===== src/hdl/skf_pkg.sv =====
`timescale 1ns / 1ps

package skf_pkg;

   // default data format: Q16.16
   localparam int DATA_WIDTH_DEFAULT = 32;
   localparam int FRAC_BITS_DEFAULT  = 16;

   // register reset values
   localparam longint unsigned PROCESS_NOISE_RESET     = 655;
   localparam longint unsigned MEASUREMENT_NOISE_RESET = 65536;
   localparam longint unsigned INITIAL_ESTIMATE_RESET  = 0;
   localparam longint unsigned INITIAL_ERROR_RESET     = 65536;

   // register indexes
   localparam int REG_INDEX_WIDTH = 2;
   typedef logic [REG_INDEX_WIDTH-1:0] reg_index_type;

   localparam reg_index_type REG_PROCESS_NOISE     = 2'd0;
   localparam reg_index_type REG_MEASUREMENT_NOISE = 2'd1;
   localparam reg_index_type REG_INITIAL_ESTIMATE  = 2'd2;
   localparam reg_index_type REG_INITIAL_ERROR     = 2'd3;

endpackage


===== src/hdl/skf_req_if.sv =====
`timescale 1ns / 1ps

interface skf_req_if #(
   parameter int DATA_WIDTH = skf_pkg::DATA_WIDTH_DEFAULT
);
   logic                         valid;
   logic                         ready;
   logic signed [DATA_WIDTH-1:0] measurement;

   modport source (output valid, output measurement, input ready);
   modport sink (input valid, input measurement, output ready);
endinterface


===== src/hdl/skf_rsp_if.sv =====
`timescale 1ns / 1ps

interface skf_rsp_if #(
   parameter int DATA_WIDTH = skf_pkg::DATA_WIDTH_DEFAULT
);
   logic                         valid;
   logic                         ready;
   logic signed [DATA_WIDTH-1:0] estimate;
   logic                         saturated;

   modport source (output valid, output estimate, output saturated, input ready);
   modport sink (input valid, input estimate, input saturated, output ready);
endinterface


===== src/hdl/scalar_kalman_filter.sv =====
`timescale 1ns / 1ps

// one-dimensional kalman filter, fixed point (Q16.16 at the defaults)
// req_if : one beat carries one measurement; accepted when valid and ready are high
// rsp_if : one beat per measurement carrying the updated estimate and a saturation flag
// csr_*  : apb-style register port, registers at 4*i (8*i when DATA_WIDTH > 32):
//          process noise q, measurement noise r, initial estimate, initial error
//          registers are to be written only while the filter is idle; not enforced
// timing : one item at a time; the gain is found by a restoring divider that
//          yields one quotient bit per cycle, then both products are formed by
//          a shift-add multiplier taking one gain bit per cycle. the divider
//          is skipped when r is 0, the gain then being 0 or 1.0; a new beat is taken
//          in the cycle after the result is registered
// reset  : registers return to their reset values; the first measurement after
//          reset starts from the initial estimate and initial error registers
// stall  : the result sits in an output register while rsp ready is low; the
//          filter finishes its next item and then holds it until the
//          output register frees up
module scalar_kalman_filter #(
   parameter int DATA_WIDTH = skf_pkg::DATA_WIDTH_DEFAULT,
   parameter int FRAC_BITS  = skf_pkg::FRAC_BITS_DEFAULT
) (
   input  logic                                     clock,
   input  logic                                     reset,
   skf_req_if.sink                                  req_if,
   skf_rsp_if.source                                rsp_if,
   input  logic                                     csr_psel,
   input  logic                                     csr_penable,
   input  logic                                     csr_pwrite,
   input  logic [((DATA_WIDTH > 32) ? 5 : 4)-1:0]   csr_paddr,
   input  logic [((DATA_WIDTH > 32) ? 64 : 32)-1:0] csr_pwdata,
   output logic [((DATA_WIDTH > 32) ? 64 : 32)-1:0] csr_prdata,
   output logic                                     csr_pready
);
   import skf_pkg::*;

   localparam int W       = DATA_WIDTH;
   localparam int F       = FRAC_BITS;
   localparam int CSR_DW  = (DATA_WIDTH > 32) ? 64 : 32;
   localparam int CSR_AW  = (DATA_WIDTH > 32) ? 5 : 4;
   localparam int CW      = $clog2(FRAC_BITS + 1);

   // sequencer codes
   localparam logic [2:0] S_IDLE = 3'd0;
   localparam logic [2:0] S_DEN  = 3'd1;
   localparam logic [2:0] S_DIV  = 3'd2;
   localparam logic [2:0] S_MSET = 3'd3;
   localparam logic [2:0] S_MUL  = 3'd4;
   localparam logic [2:0] S_FIN  = 3'd5;

   // gain of exactly 1.0
   localparam logic [F:0] GAIN_ONE = {1'b1, {F{1'b0}}};

   // ---------------------------------------------------------------- registers
   logic [W-1:0] q_ff, q_in;
   logic [W-1:0] r_ff, r_in;
   logic [W-1:0] init_x_ff, init_x_in;
   logic [W-1:0] init_p_ff, init_p_in;

   // ---------------------------------------------------------------- datapath
   logic [2:0]          state_ff, state_in;
   logic                started_ff, started_in;
   logic signed [W-1:0] x_ff, x_in;           // current estimate
   logic [W-1:0]        p_ff, p_in;           // error covariance
   logic [W-1:0]        p1_ff, p1_in;         // predicted covariance
   logic                sat_ff, sat_in;
   logic signed [W:0]   inn_ff, inn_in;       // innovation m - x
   logic [W:0]          den_ff, den_in;       // p1 + r
   logic [W:0]          rem_ff, rem_in;       // divider remainder
   logic [F:0]          gain_ff, gain_in;     // gain, shifts out lsb first while multiplying
   logic [F:0]          comp_ff, comp_in;     // 1 - gain
   logic [CW-1:0]       cnt_ff, cnt_in;
   logic signed [W+1:0] accx_ff, accx_in;     // upper part of gain * innovation
   logic [F:0]          lox_ff, lox_in;       // lower bits shifted out
   logic [W-1:0]        accp_ff, accp_in;     // upper part of (1 - gain) * p1
   logic [F:0]          lop_ff, lop_in;

   // output register
   logic                rsp_valid_ff, rsp_valid_in;
   logic signed [W-1:0] rsp_est_ff, rsp_est_in;
   logic                rsp_sat_ff, rsp_sat_in;

   // ---------------------------------------------------------------- csr port
   logic          csr_write;
   reg_index_type csr_index;

   assign csr_pready = 1'b1;
   assign csr_write  = csr_psel & csr_penable & csr_pwrite;
   assign csr_index  = csr_paddr[CSR_AW-1:CSR_AW-REG_INDEX_WIDTH];

   always_comb begin
      q_in      = q_ff;
      r_in      = r_ff;
      init_x_in = init_x_ff;
      init_p_in = init_p_ff;
      if (csr_write) begin
         unique case (csr_index)
            REG_PROCESS_NOISE:     q_in      = csr_pwdata[W-1:0];
            REG_MEASUREMENT_NOISE: r_in      = csr_pwdata[W-1:0];
            REG_INITIAL_ESTIMATE:  init_x_in = csr_pwdata[W-1:0];
            REG_INITIAL_ERROR:     init_p_in = csr_pwdata[W-1:0];
            default:               q_in      = q_ff;
         endcase
      end
   end

   always_comb begin
      unique case (csr_index)
         REG_PROCESS_NOISE:     csr_prdata = CSR_DW'(q_ff);
         REG_MEASUREMENT_NOISE: csr_prdata = CSR_DW'(r_ff);
         REG_INITIAL_ESTIMATE:  csr_prdata = CSR_DW'(init_x_ff);
         REG_INITIAL_ERROR:     csr_prdata = CSR_DW'(init_p_ff);
         default:               csr_prdata = '0;
      endcase
   end

   // ---------------------------------------------------------------- handshakes
   logic req_beat;
   logic out_free;

   assign req_if.ready    = (state_ff == S_IDLE);
   assign req_beat        = req_if.valid & req_if.ready;
   assign out_free        = ~rsp_valid_ff | rsp_if.ready;
   assign rsp_if.valid    = rsp_valid_ff;
   assign rsp_if.estimate = rsp_est_ff;
   assign rsp_if.saturated = rsp_sat_ff;

   // ---------------------------------------------------------------- step logic
   // prediction: first beat after reset takes the initial values
   logic signed [W-1:0] x_eff;
   logic [W-1:0]        p_eff;
   logic [W:0]          p1_sum;

   assign x_eff  = started_ff ? x_ff : init_x_ff;
   assign p_eff  = started_ff ? p_ff : init_p_ff;
   assign p1_sum = {1'b0, p_eff} + {1'b0, q_ff};

   // one restoring division step
   logic [W+1:0] rem_sh;
   logic [W+1:0] rem_diff;
   logic         q_bit;

   assign rem_sh   = {rem_ff, 1'b0};
   assign rem_diff = rem_sh - {1'b0, den_ff};
   assign q_bit    = (rem_sh >= {1'b0, den_ff});

   // one shift-add multiply step for both products
   logic signed [W+1:0] sx;
   logic [W:0]          sp;

   assign sx = accx_ff + (gain_ff[0] ? {inn_ff[W], inn_ff} : '0);
   assign sp = {1'b0, accp_ff} + (comp_ff[0] ? {1'b0, p1_ff} : '0);

   // final estimate with clamp to the signed range
   logic signed [W+2:0] delta;
   logic signed [W+2:0] xsum;
   logic                x_hi;
   logic                x_lo;
   logic signed [W-1:0] x_new;
   logic [W:0]          p_new;

   assign delta = {accx_ff, lox_ff[F]};
   assign xsum  = {{3{x_ff[W-1]}}, x_ff} + delta;
   assign x_hi  = ~xsum[W+2] & (xsum[W+1:W-1] != 3'b000);
   assign x_lo  = xsum[W+2] & (xsum[W+1:W-1] != 3'b111);
   assign p_new = {accp_ff, lop_ff[F]};

   always_comb begin
      if (x_hi) begin
         x_new = {1'b0, {(W-1){1'b1}}};
      end else if (x_lo) begin
         x_new = {1'b1, {(W-1){1'b0}}};
      end else begin
         x_new = xsum[W-1:0];
      end
   end

   // ---------------------------------------------------------------- sequencer
   always_comb begin
      state_in     = state_ff;
      started_in   = started_ff;
      x_in         = x_ff;
      p_in         = p_ff;
      p1_in        = p1_ff;
      sat_in       = sat_ff;
      inn_in       = inn_ff;
      den_in       = den_ff;
      rem_in       = rem_ff;
      gain_in      = gain_ff;
      comp_in      = comp_ff;
      cnt_in       = cnt_ff;
      accx_in      = accx_ff;
      lox_in       = lox_ff;
      accp_in      = accp_ff;
      lop_in       = lop_ff;
      rsp_valid_in = rsp_valid_ff & ~rsp_if.ready;
      rsp_est_in   = rsp_est_ff;
      rsp_sat_in   = rsp_sat_ff;

      unique case (state_ff)
         S_IDLE: begin
            if (req_beat) begin
               // covariance grows by q, saturating
               started_in = 1'b1;
               x_in       = x_eff;
               sat_in     = p1_sum[W];
               p1_in      = p1_sum[W] ? {W{1'b1}} : p1_sum[W-1:0];
               inn_in     = {req_if.measurement[W-1], req_if.measurement}
                            - {x_eff[W-1], x_eff};
               state_in   = S_DEN;
            end
         end
         S_DEN: begin
            // gain is 0 when p1 + r is 0, exactly 1.0 when r is 0
            den_in  = {1'b0, p1_ff} + {1'b0, r_ff};
            rem_in  = {1'b0, p1_ff};
            cnt_in  = '0;
            if (r_ff == '0) begin
               gain_in  = (p1_ff == '0) ? '0 : GAIN_ONE;
               state_in = S_MSET;
            end else begin
               gain_in  = '0;
               state_in = S_DIV;
            end
         end
         S_DIV: begin
            // one quotient bit per cycle
            rem_in  = q_bit ? rem_diff[W:0] : rem_sh[W:0];
            gain_in = {gain_ff[F-1:0], q_bit};
            cnt_in  = cnt_ff + 1'b1;
            if (cnt_ff == CW'(F - 1)) begin
               state_in = S_MSET;
            end
         end
         S_MSET: begin
            comp_in  = GAIN_ONE - gain_ff;
            accx_in  = '0;
            lox_in   = '0;
            accp_in  = '0;
            lop_in   = '0;
            cnt_in   = '0;
            state_in = S_MUL;
         end
         S_MUL: begin
            // lsb-first shift-add, products shift right one bit a cycle
            accx_in = {sx[W+1], sx[W+1:1]};
            lox_in  = {sx[0], lox_ff[F:1]};
            accp_in = sp[W:1];
            lop_in  = {sp[0], lop_ff[F:1]};
            gain_in = {1'b0, gain_ff[F:1]};
            comp_in = {1'b0, comp_ff[F:1]};
            cnt_in  = cnt_ff + 1'b1;
            if (cnt_ff == CW'(F)) begin
               state_in = S_FIN;
            end
         end
         S_FIN: begin
            // hold until the output register is free
            if (out_free) begin
               x_in         = x_new;
               p_in         = p_new[W-1:0];
               rsp_valid_in = 1'b1;
               rsp_est_in   = x_new;
               rsp_sat_in   = sat_ff | x_hi | x_lo;
               state_in     = S_IDLE;
            end
         end
         default: begin
            state_in = S_IDLE;
         end
      endcase
   end

   // ---------------------------------------------------------------- flops
   always_ff @(posedge clock) begin
      if (reset) begin
         state_ff     <= S_IDLE;
         started_ff   <= 1'b0;
         rsp_valid_ff <= 1'b0;
         q_ff         <= W'(PROCESS_NOISE_RESET);
         r_ff         <= W'(MEASUREMENT_NOISE_RESET);
         init_x_ff    <= W'(INITIAL_ESTIMATE_RESET);
         init_p_ff    <= W'(INITIAL_ERROR_RESET);
      end else begin
         state_ff     <= state_in;
         started_ff   <= started_in;
         rsp_valid_ff <= rsp_valid_in;
         q_ff         <= q_in;
         r_ff         <= r_in;
         init_x_ff    <= init_x_in;
         init_p_ff    <= init_p_in;
      end
   end

   always_ff @(posedge clock) begin
      x_ff       <= x_in;
      p_ff       <= p_in;
      p1_ff      <= p1_in;
      sat_ff     <= sat_in;
      inn_ff     <= inn_in;
      den_ff     <= den_in;
      rem_ff     <= rem_in;
      gain_ff    <= gain_in;
      comp_ff    <= comp_in;
      cnt_ff     <= cnt_in;
      accx_ff    <= accx_in;
      lox_ff     <= lox_in;
      accp_ff    <= accp_in;
      lop_ff     <= lop_in;
      rsp_est_ff <= rsp_est_in;
      rsp_sat_ff <= rsp_sat_in;
   end

endmodule


===== src/flat_wrapper.sv =====
// flat-port wrapper written by rule: the top's interface ports become plain ports
module scalar_kalman_filter_flat import skf_pkg::*;
#(
   parameter int DATA_WIDTH = skf_pkg::DATA_WIDTH_DEFAULT,
   parameter int FRAC_BITS  = skf_pkg::FRAC_BITS_DEFAULT
)
  (clock, reset, csr_psel, csr_penable, csr_pwrite, csr_paddr, csr_pwdata, csr_prdata, csr_pready, req_if_valid, req_if_measurement, req_if_ready, rsp_if_valid, rsp_if_estimate, rsp_if_saturated, rsp_if_ready);
  skf_req_if #(.DATA_WIDTH(DATA_WIDTH)) req_if_i ();
  skf_rsp_if #(.DATA_WIDTH(DATA_WIDTH)) rsp_if_i ();
  input  logic clock;
  input  logic reset;
  input  logic csr_psel;
  input  logic csr_penable;
  input  logic csr_pwrite;
  input  logic [((DATA_WIDTH > 32) ? 5 : 4)-1:0] csr_paddr;
  input  logic [((DATA_WIDTH > 32) ? 64 : 32)-1:0] csr_pwdata;
  output logic [((DATA_WIDTH > 32) ? 64 : 32)-1:0] csr_prdata;
  output logic csr_pready;
  input wire logic [$bits(req_if_i.valid)-1:0] req_if_valid;
  input wire logic [$bits(req_if_i.measurement)-1:0] req_if_measurement;
  output wire logic [$bits(req_if_i.ready)-1:0] req_if_ready;
  output wire logic [$bits(rsp_if_i.valid)-1:0] rsp_if_valid;
  output wire logic [$bits(rsp_if_i.estimate)-1:0] rsp_if_estimate;
  output wire logic [$bits(rsp_if_i.saturated)-1:0] rsp_if_saturated;
  input wire logic [$bits(rsp_if_i.ready)-1:0] rsp_if_ready;
  assign req_if_i.valid = req_if_valid;
  assign req_if_i.measurement = req_if_measurement;
  assign req_if_ready = req_if_i.ready;
  assign rsp_if_valid = rsp_if_i.valid;
  assign rsp_if_estimate = rsp_if_i.estimate;
  assign rsp_if_saturated = rsp_if_i.saturated;
  assign rsp_if_i.ready = rsp_if_ready;
  scalar_kalman_filter #(.DATA_WIDTH(DATA_WIDTH), .FRAC_BITS(FRAC_BITS)) u_core (.clock(clock), .reset(reset), .req_if(req_if_i), .rsp_if(rsp_if_i), .csr_psel(csr_psel), .csr_penable(csr_penable), .csr_pwrite(csr_pwrite), .csr_paddr(csr_paddr), .csr_pwdata(csr_pwdata), .csr_prdata(csr_prdata), .csr_pready(csr_pready));
endmodule

===== config.mk =====
export PLATFORM = sky130hd
export DESIGN_NAME = scalar_kalman_filter_flat
export DESIGN_NICKNAME = d
export VERILOG_FILES = /design/src/hdl/skf_pkg.sv /design/src/hdl/skf_req_if.sv /design/src/hdl/skf_rsp_if.sv /design/src/hdl/scalar_kalman_filter.sv /design/src/flat_wrapper.sv
export SDC_FILE = /design/constraint.sdc
export NUM_CORES = 1
export LEC_CHECK = 0
export BUFFER_PORTS_ARGS = -buffer_cell sky130_fd_sc_hd__clkbuf_2
export CAP_MARGIN = 40
export CORE_MARGIN = 10
export CORE_UTILIZATION = 57
export CTS_CLUSTER_SIZE = 25
export DETAILED_ROUTE_END_ITERATION = 6
export PLACE_DENSITY = 0.86
export SYNTH_ARGS = -nofsm -noshare
export SYNTH_HDL_FRONTEND = slang
export SYNTH_SLANG_ARGS = --single-unit

===== constraint.sdc =====
create_clock -name clock -period 3.8 [get_ports clock]
set_input_delay 0.57 -clock clock [delete_from_list [all_inputs] [get_ports clock]]
set_output_delay 0.57 -clock clock [all_outputs]
set_load 0.02 [all_outputs]

Word level (Yosys, flattened, before mapping)
Cells that the tools add are included.

Bitwise logic cells: 12. Reductions and logical operators: 20. Add/sub/neg operators: 9. Multiplexer cells: 29. Equal/unequal tests: 15. Magnitude comparators: 1.

Operators with widths (count): $mux W32 (7); $pmux W32 S2 (2); $pmux W32 S4 (1); $pmux W17 S2 (3); $pmux W34 S2 (1); $add A32 B32 Y33 (2); $pmux W33 S2 (1); $logic_not A32 Y1 (2); $pmux W17 S3 (1); $add A35 B35 Y35 (1); $add A34 B34 Y34 (1); $ge A34 B33 Y1 (1); $mux W17 (2); $mux W34 (1); $add A32 B33 Y33 (1); $mux W33 (1); $sub A32 B32 Y33 (1); $sub A33 B33 Y33 (1); $pmux W3 S6 (1); $sub A17 B17 Y17 const A (1); $mux W3 (4); $reduce_and A2 Y1 (6); $pmux W5 S2 (1); $reduce_bool A2 Y1 (4); other kinds (21) (39).

Bits in registers: 501.

Logic depth before layout (Yosys ltp)
Depth in word-level cells: 7. Gate-level depth with buffers: 17.

Worst setup path before layout
No wires, ideal clock.

Path type: reg2reg. Start: register u_core.state_ff[0]. End: register u_core.p_ff[0] (enable). Setup slack: -430 ps. Required time: 3312 ps. Cell stages (with the launch flop): 6. Period minus slack after synthesis: 4230 ps. Buffers on the path: 3. Setup time: 488 ps. Arrival time: 3742 ps. Path through: dfxtp_1 -> buf_6 -> nand3_1 -> buf_4 -> buf_6 -> nor2_1.

Word-level cells in the longest chain between the ends: 2.

RTL lines: start: declaration (RTL line scalar_kalman_filter.sv:61) `logic [2:0] state_ff, state_in;`; start signal: assignment (RTL line scalar_kalman_filter.sv:285) `state_ff <= state_in;`; $eq A3 B3 Y1 (RTL line scalar_kalman_filter.sv:200) `unique case (state_ff)`; $reduce_and A2 Y1 (no line); end signal: assignment (RTL line scalar_kalman_filter.sv:297) `p_ff <= p_in;`; end: declaration (RTL line scalar_kalman_filter.sv:64) `logic [W-1:0] p_ff, p_in;`.

No other way between the ends. A chain may end at the register's enable or synchronous reset.

Final worst setup path
Start: register u_core.started_ff. End: register u_core.inn_ff[30] (data pin).

Word-level cells in the longest chain between the ends: 2.

RTL lines: start: declaration (RTL line scalar_kalman_filter.sv:62) `logic started_ff, started_in;`; start signal: assignment (RTL line scalar_kalman_filter.sv:286) `started_ff <= started_in;`; $mux W32 (RTL line scalar_kalman_filter.sv:134) `assign x_eff = started_ff ? x_ff : init_x_ff;`; $sub A32 B32 Y33 (RTL line scalar_kalman_filter.sv:209) `- {x_eff[W-1], x_eff};`; end signal: assignment (RTL line scalar_kalman_filter.sv:300) `inn_ff <= inn_in;`; end: declaration (RTL line scalar_kalman_filter.sv:67) `logic signed [W:0] inn_ff, inn_in;`.

No other way between the ends.

==> qor.csv <==
stage,metric,value,unit
detailed_routing,wl,83.97,mm
floorplan,start_util,57.69,%
detailed_routing,vias_per_cell,6.263,
power_and_ir_drop,leakage,13.96,nW
placed_design,place_congestion,0.9564,
placed_design,place_hpwl,61.96,mm
detailed_routing,ant_nets,0,
timing,min_period,3707,ps
synthesis,syn_avg_cell_area,9.605,sq um
worst_setup_path,cp.arrival,4040,ps
detailed_routing,route.detailed.drc,2,
cells_and_area,n_fill_cell,3918,
synthesis,synth-edff-count,335,
global_routing,grt_pass1_wl,130.4,mm
synthesis,syn_inst,3169,
synthesis,synth_common_cells,"481 x nand2_1, 335 x edfxtp_1, 333 x a21oi_1",
run_status,failed_checks,design-rule violations,
synthesis,synthXorXnorAreaFrac,5.583,%
power_and_ir_drop,power_density,452.7,nW/um^2
synthesis,ys_seq_area_share,41.80,%
power_and_ir_drop,power.total,15.54,mW
timing,skew,17.68,ps
detailed_routing,first_iter_violations,2265,
detailed_routing,drt_pass1_iterations,7,
floorplan,die_y,251.1,microns
global_routing,track_usage,25.38,%
power_and_ir_drop,swShare,31.67,%
floorplan,rows,84,
power_and_ir_drop,clockPowerShare,30.9,%
synthesis,synthAdderAreaFrac,9.998,%
synthesis,yosys_warnings,0,
synthesis,synthTopCellsByArea,"edfxtp_1 33%, ha_1 9.5%, dfxtp_1 8.7%, nand2_1 5.9%, a21oi_1 5.5%",
synthesis,synthArstFlopShare,0,%
clock_tree,cts_tree,yes,
worst_setup_path,path_max_fanout,12,
timing,slew_violations,0,
floorplan,core,52760,sq um
cells_and_area,syn2layout_area_growth,12.76,%
power_and_ir_drop,p_sw,4.920,mW
synthesis,yosys.area.top_type_share,33.05,%
power_and_ir_drop,power.internal,10.62,mW
timing,fin_setup_tns,0,ps
clock_tree,path_clk_slew,70,ps
global_routing,overflow,0,
clock_tree,clk_root_buffer_cell,clkbuf_16,
clock_tree,numCtsBuffers,47,
global_routing,antenna_found_initial,14,
timing,worst_pin_slew,893.3,ps
synthesis,ys_ff_latch,468,
worst_setup_path,critPathLaunchType,register,
worst_setup_path,end_kind,register,
clock_tree,insertion_delay,580,ps
synthesis,synth_compound_area_share,18.17,%
global_routing,grt_max_degree,59,
synthesis,synth_top_area_cell,edfxtp_1,
floorplan,fp.dieArea,63040,sq um
synthesis,synth.mux.area_fraction,5.435,%
clock_tree,clock-sinks,468,
flow_run,max_cap_viol_count,0,
worst_hold_path,hp-start,csr_pwdata[18],
synthesis,synthFlopType,edfxtp_1,
cells_and_area,nNetsFinal,3663,
synthesis,yosysMostFrequentCell,nand2_1,
synthesis,synth_area,30440,sq um
detailed_routing,num_vias,25552,
timing,setup_viol,0,
worst_setup_path,crit_type,reg2reg,
cells_and_area,layout-drive-gt1-share,14.59,%
detailed_routing,wl_per_cell,20.58,microns
run_status,status,"finished, violations left",
floorplan,num_io_pins,143,
placed_design,portBuffers,139,
worst_setup_path,critPathLaunch,u_core.started_ff,
synthesis,synth.distinct_cells,90,
timing,hold_viol_final,0,
global_routing,grt_pass1_vias,24595,
timing,max_freq,269.8,MHz
timing,worst_slack,93.14,ps
synthesis,yosys.area_share.simple,15.76,%
timing,relSlewSlack,40.45,%
worst_hold_path,min_path_type,in2reg,
clock_tree,cts_hold_buf,0,
placed_design,pre_cts_slack,-60.40,ps
clock_tree,cts_buffer_depth,3,
power_and_ir_drop,seqPwrFrac,40.5,%
worst_setup_path,r2r-start,u_core.started_ff,
power_and_ir_drop,ir_worst_vdd,0.0003515,V
worst_setup_path,required,4130,ps
synthesis,synth_fp_nets,3483,
clock_tree,cts_htree_levels,2,
power_and_ir_drop,combPwrFrac,28.6,%
floorplan,die_x,251.1,microns
synthesis,synth_top_family_by_area,compound AO/OA/AOI/OAI gates,
timing,min_period_over_period,97.55,%
stage by stage:
| stage | hold slack [ps] | instances | area, sq um | utilization, % |
|---|---|---|---|---|
| floorplan | 400.3 | 3169 | 30450 | - |
| global placement | 401.4 | 3973 | 32370 | 61.36 |
| detailed placement | 409.7 | 3976 | 32420 | 61.45 |
| CTS | 243.9 | 4067 | 34040 | 64.51 |
| global route | 271.9 | 4079 | 34320 | 65.04 |
| finish | 266.3 | 4080 | 34320 | 65.05 |
sequential cells by signal (all words and copies together), names as in the netlist, 3 cells and up:
register                flops
u_core.state_ff             3
u_core.cnt_ff               5
u_core.rsp_if.estimate     32
u_core.den_ff              33
u_core.x_ff                32
u_core.init_x_ff           32
u_core.q_ff                32
u_core.init_p_ff           32
u_core.p1_ff               32
u_core.p_ff                32
u_core.comp_ff             17
u_core.gain_ff             17
u_core.inn_ff              33
u_core.rem_ff              33
u_core.r_ff                32
u_core.accx_ff             33
u_core.accp_ff             32
routing by layer:
layer	share of wire, %	GRT usage [%]	vias up
li1	-	-	11943
met1	39	31.20	12192
met2	48	43.45	1188
met3	9.1	4.117	211
met4	4.4	11.11	18
met5	0.14	0	-
power groups by stage:
stage	Sequential, mW	Clock [mW]	Combinational [mW]
after floorplan	6.30	0	3.17
after global placement	6.38	0	4.11
after detailed placement	6.40	0	4.23
after CTS	6.29	4.81	4.31
after global routing	6.33	5.00	4.86
final	6.30	4.80	4.44
cell usage in the layout (no fill, tap or decap), drive strengths merged, types with 7 or more instances in the layout:
cell / count
and2: 81
or2: 12
ha: 232
a22o: 13
nor2b: 35
o31ai: 12
and3: 31
nor2: 197
mux2i: 55
nand2: 483
nor3b: 8
a21boi: 7
buf: 111
nor3: 31
a31oi: 32
o21a: 36
dfxtp: 133
mux2: 34
o21bai: 29
nand3b: 12
clkbuf: 209
o211ai: 16
a211oi: 24
clkinv: 10
nand2b: 34
nand4: 11
xnor2: 112
fa: 7
a221oi: 26
a31o: 7
inv: 123
a21o: 90
nand3: 55
edfxtp: 335
o21ai: 171
or3: 14
a21oi: 336
mux4: 32
xor2: 82
nor4: 24
repair_timing:
item	4_1_cts	5_1_grt
gates resized for setup	3	45
endpoints found under the hold margin	0	0
setup buffers	4	7
pin swaps	1	11
setup endpoints to repair	10	103
gates cloned	0	1
path summary, 6_finish.rpt:
path	slack [ps]	end	cells after the start
hold / removal	270	u_core.init_p_ff[18]	3
hold reg to reg	420	u_core.p_ff[0]	0
setup reg to reg	90	u_core.inn_ff[30]	14
setup / recovery	90	u_core.inn_ff[30]	14
critical path, cell delays in order, from the launching register on:
cell and delay, ps:
dfxtp_4 430, buf_12 180, buf_4 180, mux2i_2 320, ha_1 360, a21o_1 210, a21o_1 190, a211oi_1 240
o21ai_0 130, a22oi_1 360, o21a_1 230, a41oi_1 180, a21o_1 210, a21oi_1 160, xnor2_1 70
cells by family after synthesis:
| logic type | count (synthesis) |
|---|---|
| DFF | 468 |
| other | 1 |
| xor gates and xnor gates | 194 |
| AOI/OAI and AO/OA | 866 |
| muxes | 121 |
| and+or+nand+nor | 1041 |
| adders and majority gates | 239 |
| buffers and inverters | 239 |
layout make-up:
type	instances	area, sq um	share of cell area (%)
multi-input combinational	2462	16960	49.41
sequential	468	12730	37.08
timing repair buffer	250	1738	5.064
clock buffer	70	1408	4.101
tap	688	860.8	2.508
inverter	120	450.4	1.312
clock inverter	17	166.4	0.4849
antenna	5	12.51	0.03646
No activity file was read; power rests on OpenSTA's default activity.
